`src/hw/rtl/euv_pkg.sv`:
```
// shared types, constants and saturation helper for the encoder unwrap velocity unit
package euv_pkg;

  // field widths
  localparam int unsigned RawW   = 16;
  localparam int unsigned TsW    = 32;
  localparam int unsigned HomeW  = 16;
  localparam int unsigned CprW   = 17;
  localparam int unsigned TickW  = 30;
  localparam int unsigned PosW   = 32;
  localparam int unsigned DegW   = 44;
  localparam int unsigned RadW   = 38;
  localparam int unsigned VelW   = 48;
  localparam int unsigned InDataW  = 48;
  localparam int unsigned OutDataW = 168;
  localparam int unsigned CfgIdxW  = 2;
  localparam int unsigned CfgDataW = 32;

  // divider sizes
  localparam int unsigned NumW = 78;
  localparam int unsigned DenW = 61;
  localparam int unsigned QW   = 48;
  localparam int unsigned CntW = 7;

  // numerator lengths per operation
  localparam logic [CntW-1:0] DegBits = 7'd57;
  localparam logic [CntW-1:0] RadBits = 7'd63;
  localparam logic [CntW-1:0] VelBits = 7'd78;

  // register indexes
  localparam logic [CfgIdxW-1:0] CFG_HOME_OFFSET    = 2'd0;
  localparam logic [CfgIdxW-1:0] CFG_COUNTS_PER_REV = 2'd1;
  localparam logic [CfgIdxW-1:0] CFG_TICK_RATE_HZ   = 2'd2;

  // register reset values
  localparam logic [HomeW-1:0] HOME_RESET = 16'd30000;
  localparam logic [CprW-1:0]  CPR_RESET  = 17'd8192;
  localparam logic [TickW-1:0] TICK_RESET = 30'd1000000;

  // fixed point constants: 2*pi in Q28 and 360 in Q16
  localparam logic [31:0] TWO_PI_Q28 = 32'd1686629713;
  localparam logic [31:0] DEG_Q16    = 32'd23592960;

  // wrap counter limits
  localparam logic signed [15:0] WRAP_MAX = 16'sd32767;
  localparam logic signed [15:0] WRAP_MIN = -16'sd32767;

  // operation selector for the shared multiply / divide sequence
  typedef enum logic [1:0] {
    OP_DEG = 2'd0,
    OP_RAD = 2'd1,
    OP_VEL = 2'd2
  } op_t;

  // sequencer states
  typedef enum logic [3:0] {
    ST_IDLE,
    ST_UNWRAP,
    ST_CONT,
    ST_MUL_A,
    ST_MUL_B,
    ST_MUL_C,
    ST_MUL_D,
    ST_DIV_LOAD,
    ST_DIV_RUN,
    ST_DIV_ROUND,
    ST_DONE
  } state_t;

  // sign + magnitude to a saturated two's complement field of width w
  function automatic logic [QW-1:0] sat_field(input logic neg, input logic ovf,
                                              input logic [QW:0] mag,
                                              input int unsigned w);
    logic [QW:0] lim;
    logic [QW:0] m;
    lim = (QW+1)'(1) << (w - 1);
    if (neg) begin
      if (ovf || (mag > lim)) begin
        m = lim;
      end else begin
        m = mag;
      end
      m = (QW+1)'(0) - m;
    end else begin
      if (ovf || (mag >= lim)) begin
        m = lim - (QW+1)'(1);
      end else begin
        m = mag;
      end
    end
    return m[QW-1:0];
  endfunction

endpackage

```
`src/hw/rtl/encoder_unwrap_velocity_unit.sv`:
```
// multi-turn encoder unwrap with angle and velocity over a shared multiplier and divider
// Sequence: unwrap and continuous-position setup states, then deg/rad/velocity ops, each a
//   multiply, a 57/63/78-step divide and a round; velocity skips its divide when no time has elapsed
// Flow: one item at a time; in_tready is high only while the sequencer is idle,
//   and a result not yet taken holds the next item in the last state until the output frees
// Reset: synchronous active-low rst_n clears state, wraps, last count and timestamp and loads
//   the register defaults; result payload registers are not reset
module encoder_unwrap_velocity_unit (
  input  logic                            clk,
  input  logic                            rst_n,
  // input item
  input  logic                            in_tvalid,
  output logic                            in_tready,
  input  logic [euv_pkg::InDataW-1:0]     in_tdata,   // raw_count[15:0], timestamp[47:16]
  // result item
  output logic                            out_tvalid,
  input  logic                            out_tready,
  output logic [euv_pkg::OutDataW-1:0]    out_tdata,  // position_counts[31:0],
                                                      // angle_deg_q16[75:32],
                                                      // angle_rad_q16[113:76],
                                                      // velocity_rad_q16[161:114], zeros
  // configuration writes
  input  logic                            cfg_valid,
  output logic                            cfg_ready,
  input  logic [euv_pkg::CfgIdxW-1:0]     cfg_index,
  input  logic [euv_pkg::CfgDataW-1:0]    cfg_data
);
  import euv_pkg::*;

  // control
  state_t state_r, state_nxt;
  op_t    op_r;

  // configuration
  logic [HomeW-1:0] home_r;
  logic [CprW-1:0]  cpr_r;
  logic [TickW-1:0] tick_r;
  logic [CprW-1:0]  cpr_eff;

  // tracking state
  logic signed [17:0] last_r;
  logic signed [15:0] wraps_r;
  logic [TsW-1:0]     last_ts_r;

  // captured item and derived values
  logic [RawW-1:0]    raw_r;
  logic [TsW-1:0]     ts_r;
  logic signed [17:0] cur_r;
  logic signed [17:0] dcorr_r;
  logic [TsW-1:0]     dt_r;
  logic               neg_r;
  logic [31:0]        mag_r;
  logic               vneg_r;
  logic [16:0]        dmag_r;

  // shared multiplier
  logic [31:0] mul_x, mul_y;
  logic [63:0] mul_p;
  logic [63:0] p_r;
  logic [14:0] nh_r;

  // shared divider
  logic [NumW-1:0] num_r;
  logic [DenW-1:0] den_r;
  logic [DenW-1:0] rem_r;
  logic [QW-1:0]   q_r;
  logic            ovf_r;
  logic [CntW-1:0] cnt_r;
  logic [DenW:0]   div_sh;
  logic            div_ge;
  logic            rnd;
  logic [QW:0]     q_fin;
  logic            op_neg;
  logic [QW-1:0]   sat_q;

  // results and output register
  logic [PosW-1:0] pos_res_r;
  logic [DegW-1:0] deg_res_r;
  logic [RadW-1:0] rad_res_r;
  logic [VelW-1:0] vel_res_r;
  logic            out_valid_r;
  logic [OutDataW-1:0] out_data_r;

  // unwrap arithmetic
  logic signed [17:0] cur;
  logic signed [18:0] delta;
  logic               jump_up, jump_dn;
  logic signed [18:0] dcorr;
  logic signed [33:0] cont;

  assign cpr_eff = (cpr_r == '0) ? CprW'(1) : cpr_r;

  assign cur   = $signed({2'b00, home_r}) - $signed({{2{raw_r[RawW-1]}}, raw_r});
  assign delta = $signed({cur[17], cur}) - $signed({last_r[17], last_r});
  assign jump_up = delta > 19'sd32767;
  assign jump_dn = delta < -19'sd32768;
  always_comb begin
    if (jump_up) begin
      dcorr = delta - 19'sd65536;
    end else if (jump_dn) begin
      dcorr = delta + 19'sd65536;
    end else begin
      dcorr = delta;
    end
  end
  assign cont = $signed({{16{cur_r[17]}}, cur_r}) +
                $signed({{2{wraps_r[15]}}, wraps_r, 16'h0000});

  // divider step and rounding
  assign div_sh = {rem_r, num_r[NumW-1]};
  assign div_ge = div_sh >= {1'b0, den_r};
  assign rnd    = {rem_r, 1'b0} >= {1'b0, den_r};
  assign q_fin  = {1'b0, q_r} + (QW+1)'(rnd);
  assign op_neg = (op_r == OP_VEL) ? vneg_r : neg_r;
  always_comb begin
    case (op_r)
      OP_DEG:  sat_q = sat_field(op_neg, ovf_r, q_fin, DegW);
      OP_RAD:  sat_q = sat_field(op_neg, ovf_r, q_fin, RadW);
      OP_VEL:  sat_q = sat_field(op_neg, ovf_r, q_fin, VelW);
      default: sat_q = '0;
    endcase
  end

  // multiplier operand selection
  always_comb begin
    mul_x = '0;
    mul_y = '0;
    case (state_r)
      ST_MUL_A: begin
        case (op_r)
          OP_DEG: begin
            mul_x = mag_r;
            mul_y = DEG_Q16;
          end
          OP_RAD: begin
            mul_x = mag_r;
            mul_y = TWO_PI_Q28;
          end
          OP_VEL: begin
            mul_x = {15'b0, dmag_r};
            mul_y = {2'b0, tick_r};
          end
          default: begin
            mul_x = '0;
            mul_y = '0;
          end
        endcase
      end
      ST_MUL_B: begin
        mul_x = p_r[31:0];
        mul_y = TWO_PI_Q28;
      end
      ST_MUL_C: begin
        mul_x = {17'b0, nh_r};
        mul_y = TWO_PI_Q28;
      end
      ST_MUL_D: begin
        mul_x = dt_r;
        mul_y = {15'b0, cpr_eff};
      end
      default: begin
        mul_x = '0;
        mul_y = '0;
      end
    endcase
  end
  assign mul_p = mul_x * mul_y;

  // next state
  always_comb begin
    state_nxt = state_r;
    case (state_r)
      ST_IDLE:      if (in_tvalid) state_nxt = ST_UNWRAP;
      ST_UNWRAP:    state_nxt = ST_CONT;
      ST_CONT:      state_nxt = ST_MUL_A;
      ST_MUL_A:     state_nxt = (op_r == OP_VEL) ? ST_MUL_B : ST_DIV_LOAD;
      ST_MUL_B:     state_nxt = ST_MUL_C;
      ST_MUL_C:     state_nxt = ST_MUL_D;
      ST_MUL_D:     state_nxt = ST_DIV_LOAD;
      ST_DIV_LOAD: begin
        if ((op_r == OP_VEL) && (p_r == '0)) begin
          state_nxt = ST_DONE;
        end else begin
          state_nxt = ST_DIV_RUN;
        end
      end
      ST_DIV_RUN:   if (cnt_r == CntW'(1)) state_nxt = ST_DIV_ROUND;
      ST_DIV_ROUND: state_nxt = (op_r == OP_VEL) ? ST_DONE : ST_MUL_A;
      ST_DONE:      if (!out_valid_r || out_tready) state_nxt = ST_IDLE;
      default:      state_nxt = ST_IDLE;
    endcase
  end

  // handshake outputs
  always_comb begin
    in_tready  = (state_r == ST_IDLE);
    cfg_ready  = 1'b1;
    out_tvalid = out_valid_r;
    out_tdata  = out_data_r;
  end

  // control registers
  always_ff @(posedge clk) begin
    if (!rst_n) begin
      state_r     <= ST_IDLE;
      op_r        <= OP_DEG;
      out_valid_r <= 1'b0;
      home_r      <= HOME_RESET;
      cpr_r       <= CPR_RESET;
      tick_r      <= TICK_RESET;
      last_r      <= '0;
      wraps_r     <= '0;
      last_ts_r   <= '0;
    end else begin
      state_r <= state_nxt;
      // configuration writes
      if (cfg_valid) begin
        case (cfg_index)
          CFG_HOME_OFFSET:    home_r <= cfg_data[HomeW-1:0];
          CFG_COUNTS_PER_REV: cpr_r  <= cfg_data[CprW-1:0];
          CFG_TICK_RATE_HZ:   tick_r <= cfg_data[TickW-1:0];
          default: ;
        endcase
      end
      // unwrap and wrap counter update
      if (state_r == ST_UNWRAP) begin
        last_r    <= cur;
        last_ts_r <= ts_r;
        if (jump_up && (wraps_r != WRAP_MIN)) begin
          wraps_r <= wraps_r - 16'sd1;
        end else if (jump_dn && (wraps_r != WRAP_MAX)) begin
          wraps_r <= wraps_r + 16'sd1;
        end
      end
      // operation sequencing
      if (state_r == ST_CONT) begin
        op_r <= OP_DEG;
      end else if ((state_r == ST_DIV_ROUND) && (op_r != OP_VEL)) begin
        op_r <= (op_r == OP_DEG) ? OP_RAD : OP_VEL;
      end
      // output register
      if ((state_r == ST_DONE) && (!out_valid_r || out_tready)) begin
        out_valid_r <= 1'b1;
      end else if (out_tready) begin
        out_valid_r <= 1'b0;
      end
    end
  end

  // datapath registers
  always_ff @(posedge clk) begin
    case (state_r)
      ST_IDLE: begin
        raw_r <= in_tdata[15:0];
        ts_r  <= in_tdata[47:16];
      end
      ST_UNWRAP: begin
        cur_r   <= cur;
        dcorr_r <= dcorr[17:0];
        dt_r    <= ts_r - last_ts_r;
      end
      ST_CONT: begin
        neg_r  <= cont[33];
        mag_r  <= cont[33] ? 32'(-cont) : cont[31:0];
        vneg_r <= dcorr_r[17];
        dmag_r <= dcorr_r[17] ? 17'(-dcorr_r) : dcorr_r[16:0];
        pos_res_r <= PosW'(sat_field(cont[33], 1'b0,
                                     {17'b0, (cont[33] ? 32'(-cont) : cont[31:0])},
                                     PosW));
      end
      ST_MUL_A: begin
        p_r <= mul_p;
      end
      ST_MUL_B: begin
        nh_r <= p_r[46:32];
        p_r  <= mul_p;
      end
      ST_MUL_C: begin
        num_r <= {15'b0, p_r[62:0]};
        p_r   <= mul_p;
      end
      ST_MUL_D: begin
        num_r <= num_r + {p_r[45:0], 32'b0};
        p_r   <= mul_p;
      end
      ST_DIV_LOAD: begin
        rem_r <= '0;
        q_r   <= '0;
        ovf_r <= 1'b0;
        case (op_r)
          OP_DEG: begin
            num_r <= {p_r[56:0], 21'b0};
            den_r <= {44'b0, cpr_eff};
            cnt_r <= DegBits;
          end
          OP_RAD: begin
            num_r <= {p_r[62:0], 15'b0};
            den_r <= {32'b0, cpr_eff, 12'b0};
            cnt_r <= RadBits;
          end
          default: begin
            den_r <= {p_r[48:0], 12'b0};
            cnt_r <= VelBits;
          end
        endcase
        // no elapsed time: velocity reads zero
        if ((op_r == OP_VEL) && (p_r == '0)) begin
          vel_res_r <= '0;
        end
      end
      ST_DIV_RUN: begin
        rem_r <= div_ge ? DenW'(div_sh - {1'b0, den_r}) : div_sh[DenW-1:0];
        num_r <= {num_r[NumW-2:0], 1'b0};
        q_r   <= {q_r[QW-2:0], div_ge};
        ovf_r <= ovf_r | q_r[QW-1];
        cnt_r <= cnt_r - CntW'(1);
      end
      ST_DIV_ROUND: begin
        case (op_r)
          OP_DEG:  deg_res_r <= sat_q[DegW-1:0];
          OP_RAD:  rad_res_r <= sat_q[RadW-1:0];
          default: vel_res_r <= sat_q[VelW-1:0];
        endcase
      end
      ST_DONE: begin
        if (!out_valid_r || out_tready) begin
          out_data_r <= {6'b0, vel_res_r, rad_res_r, deg_res_r, pos_res_r};
        end
      end
      default: ;
    endcase
  end

  // wrap counter never reaches the most negative code
  a_wrap_range: assert property (@(posedge clk) disable iff (!rst_n)
    wraps_r != -16'sd32768)
    else $error("wrap counter out of range");

  // partial remainder stays below the divisor while dividing
  a_rem_below_den: assert property (@(posedge clk) disable iff (!rst_n)
    (state_r == ST_DIV_RUN || state_r == ST_DIV_ROUND) |-> (rem_r < den_r))
    else $error("divider remainder not below divisor");

  // an accepted item always starts the unwrap step
  a_accept_unwrap: assert property (@(posedge clk) disable iff (!rst_n)
    (in_tvalid && in_tready) |=> (state_r == ST_UNWRAP))
    else $error("accepted item did not start unwrap");

  // a new result is loaded only when the output register is free
  a_no_overwrite: assert property (@(posedge clk) disable iff (!rst_n)
    (out_tvalid && !out_tready) |=> (out_tvalid && $stable(out_data_r)))
    else $error("pending result overwritten");

endmodule

```
`config.mk`:
```
export PLATFORM = sky130hd
export DESIGN_NAME = encoder_unwrap_velocity_unit
export DESIGN_NICKNAME = d
export VERILOG_FILES = /design/src/hw/rtl/euv_pkg.sv /design/src/hw/rtl/encoder_unwrap_velocity_unit.sv
export SDC_FILE = /design/constraint.sdc
export NUM_CORES = 2
export LEC_CHECK = 0
export BUFFER_PORTS_ARGS = -buffer_cell sky130_fd_sc_hd__buf_4
export CAP_MARGIN = 10
export CORE_MARGIN = 2
export CORE_UTILIZATION = 45
export DETAILED_ROUTE_END_ITERATION = 10
export GPL_TIMING_DRIVEN = 0
export PLACE_DENSITY = 0.7
export SLEW_MARGIN = 15
export SYNTH_ARGS = -nofsm -noshare
export SYNTH_HDL_FRONTEND = slang
export SYNTH_SLANG_ARGS = --single-unit
```
`constraint.sdc`:
```
create_clock -name clk -period 22.2 [get_ports clk]
set_input_delay 4.44 -clock clk [delete_from_list [all_inputs] [get_ports clk]]
set_output_delay 4.44 -clock clk [all_outputs]
set_load 0.01 [all_outputs]
```
## Word-level counts from Yosys, hierarchy flattened

Index checks and enable logic that the tools add are counted.

- Latch bits: 0
- Logic and storage cells: 180
- Input port bits: 87
- Bits in registers: 962
- Bits in read-only memories: 0
- Output and inout port bits: 171
- Bits in writable memories: 0
- Memories kept: 0

- Equal/unequal tests: 24
- $lt $le $gt $ge: 12
- Multiply operators: 1
- Bitwise operators: 2
- Div/mod/pow operators: 0
- Shift-type cells: 0
- Reduce and logical (&&, ||, !) cells: 37
- Mux-type cells: 55
- Add/subtract/negate cells: 18

Operators with widths:

| operator | number |
|---|---|
| 48-bit two-way mux | 17 |
| 78-bit one-hot mux with 4 select lines | 1 |
| 61-bit one-hot mux with 2 select lines | 2 |
| 32-bit two-way mux | 6 |
| 48-bit one-hot mux with 2 select lines | 2 |
| 78-bit one-hot mux with 2 select lines | 1 |
| 48-bit one-hot mux with 3 select lines | 1 |
| 1-bit by 48-bit subtractor with 48-bit output, first input constant | 3 |
| 32-bit one-hot mux with 4 select lines | 1 |
| 62-bit by 61-bit >= comparator with 1-bit output | 2 |
| 32-bit one-hot mux with 3 select lines | 1 |
| 31-bit one-hot mux with 3 select lines | 1 |
| 78-bit adder | 1 |
| 64-bit logical NOT | 1 |
| 32-bit by 32-bit multiplier with 64-bit output | 1 |
| 32-bit one-hot mux with 2 select lines | 1 |
| 61-bit two-way mux | 1 |
| 61-bit subtractor | 1 |
| 48-bit by 1-bit adder with 49-bit output | 1 |
| 49-bit by 38-bit >= comparator with 1-bit output, second input constant | 1 |
| 49-bit by 44-bit >= comparator with 1-bit output, second input constant | 1 |
| 49-bit by 48-bit >= comparator with 1-bit output, second input constant | 1 |
| 49-bit by 38-bit > comparator with 1-bit output, second input constant | 1 |
| 49-bit by 44-bit > comparator with 1-bit output, second input constant | 1 |
| other kinds (51) | 99 |

## Logic depth before layout (Yosys ltp)

- Word-level depth: 12
- Mapped depth: 38
- Mapped depth without buffers: 38

## Worst setup path after synthesis

Ideal clock, no wire load.

- Path kind: input port to flip-flop
- Start: input port out_tready
- End: register out_data_r[0] (netlist: out_tdata[0]), enable pin
- Path slack: 5878 ps
- Stages on the path: 2
- Path buffers: 0
- Arrival: 15440 ps
- Cells stage by stage: nor2b_1 > nor3_1

- Longest elaborated chain between the ends: 2

RTL lines:

| what | RTL line | source |
|---|---|---|
| start: declaration | encoder_unwrap_velocity_unit.sv:17 | `input logic out_tready,` |
| 1-bit logical OR | encoder_unwrap_velocity_unit.sv:326 | `if (!out_valid_r \|\| out_tready) begin` |
| 2-bit AND reduction (no line) | -- |  |
| end signal: assignment | encoder_unwrap_velocity_unit.sv:327 | `out_data_r <= {6'b0, vel_res_r, rad_res_r, deg_res_r, pos_res_r};` |
| end: declaration | encoder_unwrap_velocity_unit.sv:82 | `logic [OutDataW-1:0] out_data_r;` |

No other way between the ends.
A chain may end at the register's enable or synchronous reset.

## Final worst setup path

- Start: register state_r[0]
- End: register p_r[63] (data pin)

- Longest elaborated chain between the ends: 4
- Elaborated cells between the ends (all ways): 8

RTL lines:

| what | RTL line | source |
|---|---|---|
| start: declaration | encoder_unwrap_velocity_unit.sv:31 | `state_t state_r, state_nxt;` |
| start signal: assignment | encoder_unwrap_velocity_unit.sv:215 | `state_r <= state_nxt;` |
| 4-bit by 3-bit == test with 1-bit output | encoder_unwrap_velocity_unit.sv:128 | `case (state_r)` |
| 2-bit OR reduction (no line) | -- |  |
| 32-bit one-hot mux with 3 select lines | encoder_unwrap_velocity_unit.sv:128 |  |
| 32-bit by 32-bit multiplier with 64-bit output (*) | encoder_unwrap_velocity_unit.sv:167 | `assign mul_p = mul_x * mul_y;` |
| named net mul_p[63] | encoder_unwrap_velocity_unit.sv:58 | `logic [63:0] mul_p;` |
| end signal: assignment | encoder_unwrap_velocity_unit.sv:272 | `p_r <= mul_p;` |
| end signal: assignment | encoder_unwrap_velocity_unit.sv:276 | `p_r <= mul_p;` |
| end signal: assignment | encoder_unwrap_velocity_unit.sv:280 | `p_r <= mul_p;` |
| end: declaration | encoder_unwrap_velocity_unit.sv:59 | `logic [63:0] p_r;` |

The timed path passes the listed nets; every way through them passes the cells marked *.

==> results.py <==
metrics = {
    "sta": {
        "setup_tns_final_ns": 0,
        "fin_crit_sh_pct": 67.7,
        "final_critical_path_setup_slack_ns": 7.17,
        "rsz_0062_raised_after_global_routing": "no",
        "final_hold_violations": 0,
        "setup_viol": 0,
        "finClkSkew_ns": 0.0744,
        "worstMarginPinSlew_ns": 1.35,
        "slew-limit-headroom_pct": 9.50,
        "slew_viol_final": 0,
        "fin_worst_hold_slack_ns": 0.399,
        "final_period_minus_worst_setup_slack_ns": 15.03,
        "fmax_ghz": 0.0665,
    },
    "detailed_routing": {
        "via_per_inst": 6.05,
        "initialDrtViolationCount": 9139,
        "avg_wl_per_cell_um": 28.4,
        "detail_route.drc_violations": 0,
        "drtPass1Iterations": 8,
        "via_count": 76000,
        "ant_nets": 0,
        "postRouteWirelength_um": 357000,
    },
    "setup_path": {
        "worstSetupPathType": "reg -> reg",
        "endpoint_kind": "flip-flop",
        "cpMostUsedCell": "sky130_fd_sc_hd__fa_1",
        "cpPeakStageDelay_ns": 0.97,
        "start_kind": "flip-flop",
        "worst-path-max-fanout": 10,
        "cp.arrival_ns": 15.49,
        "cp_slowest_cell": "sky130_fd_sc_hd__clkbuf_1",
        "worst-endpoint-required_ns": 22.65,
    },
    "clock_tree": {
        "root_buffer": "sky130_fd_sc_hd__clkbuf_16",
        "worstSkewPairLatency_ns": 0.80,
        "cts_buffer_depth": 3,
        "postCtsHoldBufs": 0,
        "cts.repair.resized": 0,
        "post-cts-setup-buffer-count": 0,
        "ctsHtreeMaxLevel": 3,
        "numCtsBuffers": 104,
        "tritoncts": "done",
        "cts.reportedPaths.clkPinSlew_ns": 0.07,
        "cts_num_sinks": 962,
    },
    "synthesis": {
        "avgSynthCellArea_um2": 9.24,
        "yosysUniqueCellTypes": 97,
        "dominantRegCellSynth": "sky130_fd_sc_hd__edfxtp_1",
        "postSynthRegisterBits": 962,
        "synth_edf_count": 826,
        "synth-async-reset-ratio_pct": 0,
        "synth.cell_area_um2": 87300,
        "yosysWarningCount": 0,
        "gate_count_after_technology_mapping": 9454,
        "ys_seq_area_share_pct": 31.5,
    },
    "floorplanning": {
        "placement_rows": 161,
        "die_y_um": 444,
        "die_area_um2": 198000,
        "top_level_ports": 258,
        "effective_utilization_at_floorplan_pct": 45.3,
        "core_area_um2": 193000,
        "floorplan.die.width_um": 444,
    },
    "placed_design": {
        "placement.io_buffers": 247,
        "place_worst_setup_slack_ns": 7.75,
        "finalWeightedCongestion": 1.08,
        "place_hpwl_um": 283000,
    },
    "run": {
        "maxCapViolCount": 0,
    },
    "cells_and_area": {
        "ratio_of_cells_with_drive_above_1_in_the_final_layout_pct": 6.30,
        "nFillCells": 18000,
        "syn2layout_area_growth_pct": 11.9,
        "multi_input_comb_area_um2": 53700,
        "seq_area_um2": 27500,
        "layout.nets": 11400,
    },
    "global_route": {
        "first_global_vias": 73600,
        "grt_first_pass_wirelength_um": 509000,
        "globalRouteMet1Util_pct": 45.8,
        "grt.met2_usage_pct": 53.1,
        "gr-usage-all-layers_pct": 35.5,
        "grt.met3_usage_pct": 10.0,
        "grt_start_max_net_pins": 62,
        "global_route.overflow_total": 0,
        "grt_antenna_before_repair": 26,
        "grt.busiest_layer": "met2",
    },
    "power": {
        "worst_ir_drop_vdd_mv": 0.0658,
        "pwr_density_cell_nw_per_um2": 68.7,
        "leakagePower_nw": 40.6,
    },
    "worst_hold_path": {
        "timing.hold.worst.class": "reg -> reg",
    },
    "run_status": {
        "outcome": "completed",
    },
}
## metal layers
layer	vias to the layer above	part of all wire, %
met5	-	0.045
met4	24	7.6
met3	1075	12
met2	4481	42
met1	37500	38
li1	32900	-
## logic make-up (layout without fill, tap and decap cells)
logic type	Yosys count	after routing	share of synthesized area (%)
other cells	2	75	0.00860
xor+xnor	349	349	3.50
buf+inv	1778	2290	7.71
simple gates	3112	3112	16.2
mux	31	31	0.360
fa+ha+maj	1378	1378	27.3
compound gates	1842	1842	13.5
flops	962	962	31.5
## area by class of cell
cell class,count,area share [%]
sequential,962,28.2
multi-input combinational,6779,54.9
tap,2526,3.23
timing repair buffer,314,2.85
buffer,476,1.91
inverter,1302,5.00
clock buffer,118,2.74
antenna,8,0.0205
clock inverter,80,1.18
## sequential cells by signal, indices dropped and copies added, names as in the netlist, 15 cells and up
| name | cells |
|---|---|
| q_r | 48 |
| home_r | 16 |
| vel_res_r | 48 |
| cpr_r | 17 |
| rem_r | 61 |
| cur_r | 18 |
| deg_res_r | 44 |
| dcorr_r | 18 |
| raw_r | 16 |
| nh_r | 15 |
| rad_res_r | 38 |
| num_r | 78 |
| mag_r | 32 |
| dt_r | 32 |
| out_tdata | 162 |
| wraps_r | 16 |
| last_r | 18 |
| den_r | 61 |
| ts_r | 32 |
| last_ts_r | 32 |
| dmag_r | 17 |
| tick_r | 30 |
| pos_res_r | 32 |
| p_r | 64 |
## power breakdown
group	internal [W]	total (W)	switching, W
registers	0.00217	0.00234	0.000166
logic	0.000794	0.00241	0.00162
clock network	0.00114	0.00196	0.000822
## cell usage in the layout, fill, tap and decap left out, types with 57 or more instances in the layout
cell type | synthesis | routed
sky130_fd_sc_hd__clkbuf_1 | 405 | 407
sky130_fd_sc_hd__nor2_1 | 905 | 901
sky130_fd_sc_hd__nand2b_1 | 64 | 64
sky130_fd_sc_hd__o21a_1 | 57 | 57
sky130_fd_sc_hd__dfxtp_1 | 136 | 136
sky130_fd_sc_hd__clkbuf_16 | 0 | 105
sky130_fd_sc_hd__ha_1 | 504 | 504
sky130_fd_sc_hd__a21o_1 | 107 | 107
sky130_fd_sc_hd__and2_1 | 136 | 135
sky130_fd_sc_hd__nor2b_1 | 89 | 89
sky130_fd_sc_hd__nand4_1 | 75 | 75
sky130_fd_sc_hd__nand2_1 | 1190 | 1190
sky130_fd_sc_hd__a21oi_1 | 639 | 638
sky130_fd_sc_hd__buf_4 | 11 | 282
sky130_fd_sc_hd__o211ai_1 | 58 | 58
sky130_fd_sc_hd__inv_1 | 1301 | 1300
sky130_fd_sc_hd__xor2_1 | 115 | 115
sky130_fd_sc_hd__nor4_1 | 72 | 71
sky130_fd_sc_hd__fa_1 | 874 | 874
sky130_fd_sc_hd__a31oi_1 | 67 | 67
sky130_fd_sc_hd__o21ai_0 | 375 | 374
sky130_fd_sc_hd__edfxtp_1 | 826 | 826
sky130_fd_sc_hd__conb_1 | 2 | 67
sky130_fd_sc_hd__or3_1 | 61 | 61
sky130_fd_sc_hd__nand3_1 | 192 | 192
sky130_fd_sc_hd__xnor2_1 | 234 | 233
sky130_fd_sc_hd__nor3_1 | 141 | 137
## Yosys cell counts (all sizes together), types with 89 or more instances
cell type / number / area [µm²]
fa: 874 / 17500
nand3: 192 / 961
and2: 142 / 888
xor2: 115 / 1010
nor2: 905 / 3400
nor2b: 89 / 557
nor3: 144 / 736
clkbuf: 406 / 1530
inv: 1301 / 4880
edfxtp: 826 / 24800
xnor2: 234 / 2050
dfxtp: 136 / 2720
o21ai: 383 / 1920
nand2: 1190 / 4470
a21o: 107 / 803
a21oi: 639 / 3200
ha: 504 / 6310
## worst max-delay path, delay by kind of cell (launching register included)
kind	cells	cell delay (ns)
adder cells (fa/ha/maj)	9	4.80
AO/OA/AOI/OAI	9	3.60
buffers and inverters	11	2.92
AND/OR/NAND/NOR	6	2.15
XOR/XNOR	1	0.82
flip-flops	1	0.39
## final timing paths
path	startpoint	end	slack [ns]	depth (start not counted)
worst min-delay path	pos_res_r[3]	out_tdata[3]	0.40	0
worst min register to register	pos_res_r[3]	out_tdata[3]	0.40	0
worst max register to register	state_r[0]	p_r[63]	7.17	36
worst max-delay path	state_r[0]	p_r[63]	7.17	36
## per-stage QoR
step / instances / instance area [µm²] / util (%) / power, W
final: 12600 / 97700 / 50.7 / 0.00671
after global routing: 12600 / 97700 / 50.7 / 0.00697
after CTS: 12600 / 97700 / 50.7 / 0.00664
after detailed placement: 12400 / 93800 / 48.7 / 0.00468
after global placement: 12300 / 92600 / 48.1 / 0.00463
after floorplan: 9519 / 87600 / - / 0.00380
(Power assumes the default switching activity.)
